$ cat config.mk
export PLATFORM = sky130hd
export DESIGN_NAME = swbc_ctrl
export DESIGN_NICKNAME = d
export VERILOG_FILES = /design/src/swbc_pkg.sv /design/src/swbc_ctrl.sv
export SDC_FILE = /design/constraint.sdc
export NUM_CORES = 1
export LEC_CHECK = 0
export BUFFER_PORTS_ARGS = -buffer_cell sky130_fd_sc_hd__clkbuf_2
export CAP_MARGIN = 25
export CORE_UTILIZATION = 38
export CTS_CLUSTER_SIZE = 40
export DETAILED_ROUTE_END_ITERATION = 10
export SLEW_MARGIN = 20
export SYNTH_ARGS = -nofsm -noshare
export SYNTH_HDL_FRONTEND = slang
export SYNTH_SLANG_ARGS = --single-unit
$ cat constraint.sdc
create_clock -name clk -period 1.4 [get_ports clk]
set_input_delay 0.14 -clock clk [delete_from_list [all_inputs] [get_ports clk]]
set_output_delay 0.14 -clock clk [all_outputs]
set_load 0.01 [all_outputs]
$ cat src/swbc_pkg.sv
`default_nettype none
package swbc_pkg;

  localparam int MAX_WINDOW_DEF = 4096;

  localparam int BYTE_W = 8;
  localparam int WIN_W  = 13;
  localparam int POS_W  = WIN_W + 1;
  localparam int PHASE_W = 12;
  localparam int PCT_W  = 15;
  localparam int IDX_W  = 16;
  localparam int PROD_W = WIN_W + PCT_W;
  localparam int DIV_STEPS = PCT_W;
  localparam int DIV_CNT_W = $clog2(DIV_STEPS);

  localparam logic [WIN_W-1:0] WINDOW_RESET = 13'd100;
  localparam logic [WIN_W-1:0] STEP_RESET   = 13'd1;
  localparam logic [WIN_W-1:0] STEP_MAX     = 13'd4096;
  localparam logic [PCT_W-1:0] PCT_SCALE    = 15'd25600;

  localparam logic [BYTE_W-1:0] CHAR_A = 8'h41;
  localparam logic [BYTE_W-1:0] CHAR_C = 8'h43;
  localparam logic [BYTE_W-1:0] CHAR_G = 8'h47;

  localparam int CFG_IDX_W = 2;
  localparam logic [CFG_IDX_W-1:0] REG_CONTENT_MODE  = 2'd0;
  localparam logic [CFG_IDX_W-1:0] REG_WINDOW_LENGTH = 2'd1;
  localparam logic [CFG_IDX_W-1:0] REG_STEP_LENGTH   = 2'd2;

  typedef struct packed {
    logic accept;
    logic update;
    logic mul;
    logic load;
    logic step;
    logic publish;
  } cmd_t;

  typedef struct packed {
    logic emit;
    logic out_free;
  } stat_t;

endpackage
`default_nettype wire

$ cat src/swbc_ctrl.sv
`default_nettype none
module swbc_ctrl (
  input  wire logic           clk,
  input  wire logic           rst,
  input  wire logic           in_valid,
  output logic                in_ready,
  input  wire swbc_pkg::stat_t stat,
  output swbc_pkg::cmd_t      cmd
);

  typedef enum logic [5:0] {
    S_IDLE   = 6'b000001,
    S_UPDATE = 6'b000010,
    S_MUL    = 6'b000100,
    S_LOAD   = 6'b001000,
    S_DIV    = 6'b010000,
    S_DONE   = 6'b100000
  } state_t;

  state_t state, state_next;
  logic [swbc_pkg::DIV_CNT_W-1:0] div_cnt, div_cnt_next;

  always_comb begin
    state_next   = state;
    div_cnt_next = div_cnt;
    cmd          = '0;
    in_ready     = 1'b0;
    unique case (state)
      S_IDLE: begin
        in_ready = 1'b1;
        if (in_valid) begin
          cmd.accept = 1'b1;
          state_next = S_UPDATE;
        end
      end
      S_UPDATE: begin
        cmd.update = 1'b1;
        state_next = stat.emit ? S_MUL : S_IDLE;
      end
      S_MUL: begin
        cmd.mul    = 1'b1;
        state_next = S_LOAD;
      end
      S_LOAD: begin
        cmd.load     = 1'b1;
        div_cnt_next = '0;
        state_next   = S_DIV;
      end
      S_DIV: begin
        cmd.step     = 1'b1;
        div_cnt_next = div_cnt + 1'b1;
        if (div_cnt == swbc_pkg::DIV_CNT_W'(swbc_pkg::DIV_STEPS - 1)) begin
          state_next = S_DONE;
        end
      end
      S_DONE: begin
        if (stat.out_free) begin
          cmd.publish = 1'b1;
          state_next  = S_IDLE;
        end
      end
      default: begin
        state_next = S_IDLE;
      end
    endcase
  end

  always_ff @(posedge clk) begin
    if (rst) begin
      state   <= S_IDLE;
      div_cnt <= '0;
    end else begin
      state   <= state_next;
      div_cnt <= div_cnt_next;
    end
  end

endmodule
`default_nettype wire

; Yosys cells after proc, flatten, opt, wreduce, memory -nomap -nowiden
; Index checks and enable logic that the tools add are counted.
[op_classes]
addsub = 1
eq_ne = 10
muxes = 15
reduce_logical = 2
[op_table]
columns = op, n
row1 = 6-bit case mux with 6 select lines, 1
row2 = 6-bit 2-to-1 mux, 3
row3 = 1-bit 2-to-1 mux, 9
row4 = 4-bit case mux with 2 select lines, 1
row5 = 6-bit by 1-bit == test with 1-bit output (second input constant), 1
row6 = 6-bit by 2-bit == test with 1-bit output (second input constant), 1
row7 = 6-bit by 3-bit == test with 1-bit output (second input constant), 1
row8 = 6-bit by 4-bit == test with 1-bit output (second input constant), 1
row9 = 6-bit by 5-bit == test with 1-bit output (second input constant), 1
row10 = 6-bit == test (second input constant), 1
row11 = 2-bit != test (second input constant), 3
row12 = 4-bit by 1-bit adder with 4-bit output (second input constant), 1
row13 = 4-bit == test (second input constant), 1
row14 = 3-bit 2-to-1 mux, 1
row15 = 3-bit AND reduction, 1
row16 = 2-bit nonzero test, 1
[totals]
ff_bits = 10
in_bits = 5
output_inout_bits = 7
word_cells = 30

; Logic depth before layout (Yosys ltp)
[depth]
word_depth = 3
mapped_depth = 6
mapped_depth_nobuf = 6

; Worst setup path after synthesis
; Ideal clock, no wire load.
[synth_path]
path_kind = reg2out
from = register state[3]
to = output port cmd[5] (netlist bit)
t_arrival_ns = 1.423
t_required_ns = 1.260
slack_ns = -0.163
path_stages_with_launch = 5
path_buffers = 0
cell_sequence = dfxtp_1 > or4_4 > nor3b_4 > inv_1 > nor2_1
[synth_rtl]
columns = element, line_no
row1 = start: declaration, swbc_ctrl.sv:20  ; state_t state, state_next;
row2 = start signal: assignment, swbc_ctrl.sv:73  ; state <= state_next;
row3 = end: declaration, swbc_ctrl.sv:8  ; output swbc_pkg::cmd_t cmd

==> results.ini <==
[logic_synthesis]
synth_cell_types = 30
syn_area_sq_um = 602
synth_ff_type = dfxtp_1
synth_area_leaders = dfxtp_1 33%, nand3_1 5.0%, ha_1 4.2%
synth_common_cells = 10 x dfxtp_1, 6 x inv_1, 6 x nand3_1, 6 x nor2_1
syn_avg_cell_area_sq_um = 8.48
yosysMostFrequentCell = dfxtp_1
synth_edf_count = 0
async_flop_share_pct = 0
yosysTopAreaCell = dfxtp_1
synth.net_count = 78
synth-seq-cells = 10
syn-instance-count = 71
ys_warn_count = 0
yosys.area.top_type_share_pct = 33.3
ys_seq_area_share_pct = 33.3

[floorplan]
initial_core_util_pct = 43.5
ioPinCount = 12
chipWidth_um = 41.8
dieArea_sq_um = 1750
num_rows = 13
coreArea_sq_um = 1380
fp.dieH_um = 41.8

[sta]
fmax_ghz = 0.538
finalCritPeriodShare_pct = 133
totalNegativeSetupSlack_ps = -4290
tightestPinTransition_ps = 384
finalClockSkew_ps = 9.22
rsz0062_at_grt = yes
relSlewSlack_pct = 74.3
period_needed_ps = 1860
setup_slack_ps = -458
whs_ps = 79.0
finalMaxSlewViolations = 0
finalHoldViolCount = 0
setup_viol = 16

[placed_design]
post-place-ws_ps = -195
place_congestion = 0.831
placedCellCount = 110
dp_hpwl_um = 1110
port-buffer-count = 11

[route]
route.detailed.drc = 0
antenna_left = 0
wire_per_inst_um = 16.7
first_pass_iters = 4
vias_per_cell = 5.52
drt_iter0_drc = 42
routed-via-count = 718
routed_wirelength_um = 2170

[cells_and_area]
antennaDiodeCount = 0
area_delta_synth_final_pct = 78.4
drive_gt1_share_pct = 60.0
instances_no_fill = 130
fillCellCount = 91
nets = 123

[critical_path]
startpoint_type = flop
end_kind = primary output
slowest_delay_ps = 550
required_ps = 1260
arrival_ps = 1720
r2r_slack_ps = -300
crit_type = flop to primary output
slowest_stage = or4_4
crit_fanout = 2
worstPathCellList = or4_4 > or3b_4 > clkinv_4 > buf_6

[power]
switching_share_pct = 35.0
power_frac_clock_pct = 13.1
switchingPower_uw = 723
internal_power_mw = 1.34
power_per_cell_area_nw_per_um2 = 1920
p_leak_nw = 0.502
ir_drop_mv = 1.38
p_seq_share_pct = 18.8
power_frac_comb_pct = 68.1
finalPower_mw = 2.07

[clock_tree]
cts_sinks = 10
cts_hold_buf = 0
h-tree-depth = 1
cts-root-buf = clkbuf_4
clk_transition_reported_paths_ps = 70
cts_buffers = 3
clk_latency_ps = 270
clock_path_buffers = 2
cts_tree = done

[outcome]
violations = negative setup slack
status = complete, but fails checks

[global_route]
grt_overflow_total = 0
grt_max_degree = 8
grt_pass1_vias = 666
grt_pass1_wl_um = 2880
grtUsageTotal_pct = 21.5
antenna_found_initial = 0

[flow_run]
cap_violations = 0

[hold_path]
hold_path.class = input pin to flop

==> placed cells by master, fill, tap and decap left out, types with 3 or more instances in the layout <==
cell and n:
buf_2 3, clkbuf_4 3, buf_4 21, or4_4 3, nand2_1 3, nor2_1 6, clkbuf_2 4, buf_6 12
inv_1 5, nand3_1 4, dfxtp_1 5, dfxtp_2 5
==> power groups by stage <==
stage	registers (mW)	clock network [mW]	logic (mW)
6_report	0.387	0.271	1.41
5_1_grt	0.392	0.295	1.48
4_1_cts	0.374	0.274	1.13
3_5_place_dp	0.379	0	0.818
3_3_place_gp	0.380	0	0.807
2_1_floorplan	0.413	0	0.391
==> per-layer routing <==
metal / up-vias / GRT usage, % / share of wire [%]
li1: 342 / - / -
met1: 354 / 26.2 / 45
met2: 20 / 35.0 / 51
met3: 2 / 6.96 / 3.0
met4: 0 / 7.74 / 0.41
met5: - / 0 / 0
==> timing repair <==
item                       4_1_cts  5_1_grt
setup buffers                   13        6
setup endpoints to repair       17       17
gates resized for setup         14       25
pin swaps                        8        6
==> worst max-delay path, delay by kind of cell (launching register included) <==
kind	cells	cell delay, ps
DFF	1	330
and+or+nand+nor	2	970
buffers and inverters	2	150
==> logic make-up (layout without fill, tap and decap cells) <==
kind of cell	after synthesis	in the layout	synth area share (%)
simple gates	36	36	39.1
flops	10	10	33.3
fa+ha+maj	2	2	4.16
xor+xnor	1	1	1.46
buf+inv	8	52	5.82
compound gates	14	14	16.2
==> flip-flops by register name (all words and copies together) (netlist names) <==
| name | count |
|---|---|
| div_cnt | 4 |
| state | 6 |
==> worst paths after layout <==
check             startpoint    endpoint  cells after the start
setup / recovery    state[0]      cmd[3]                      4
setup reg to reg    state[2]    state[4]                      6
hold reg to reg   div_cnt[3]  div_cnt[3]                      2
hold / removal       stat[1]    state[2]                      3
==> through the flow <==
step                      instance area (sq um)  util [%]
after floorplan                             608         -
after global placement                      792      57.3
after detailed placement                    792      57.3
after CTS                                   971      70.2
after global routing                       1070      77.6
final                                      1070      77.6
==> area by class of cell <==
class	count	area (sq um)	share of cell area, %
multi-input cells	53	433	40.3
flip-flops and latches	10	206	19.2
well taps	15	18.8	1.75
clock buffers	4	36.3	3.38
repair buffers	41	348	32.4
inverters	7	31.3	2.91
No activity file was read; power rests on OpenSTA's default activity.
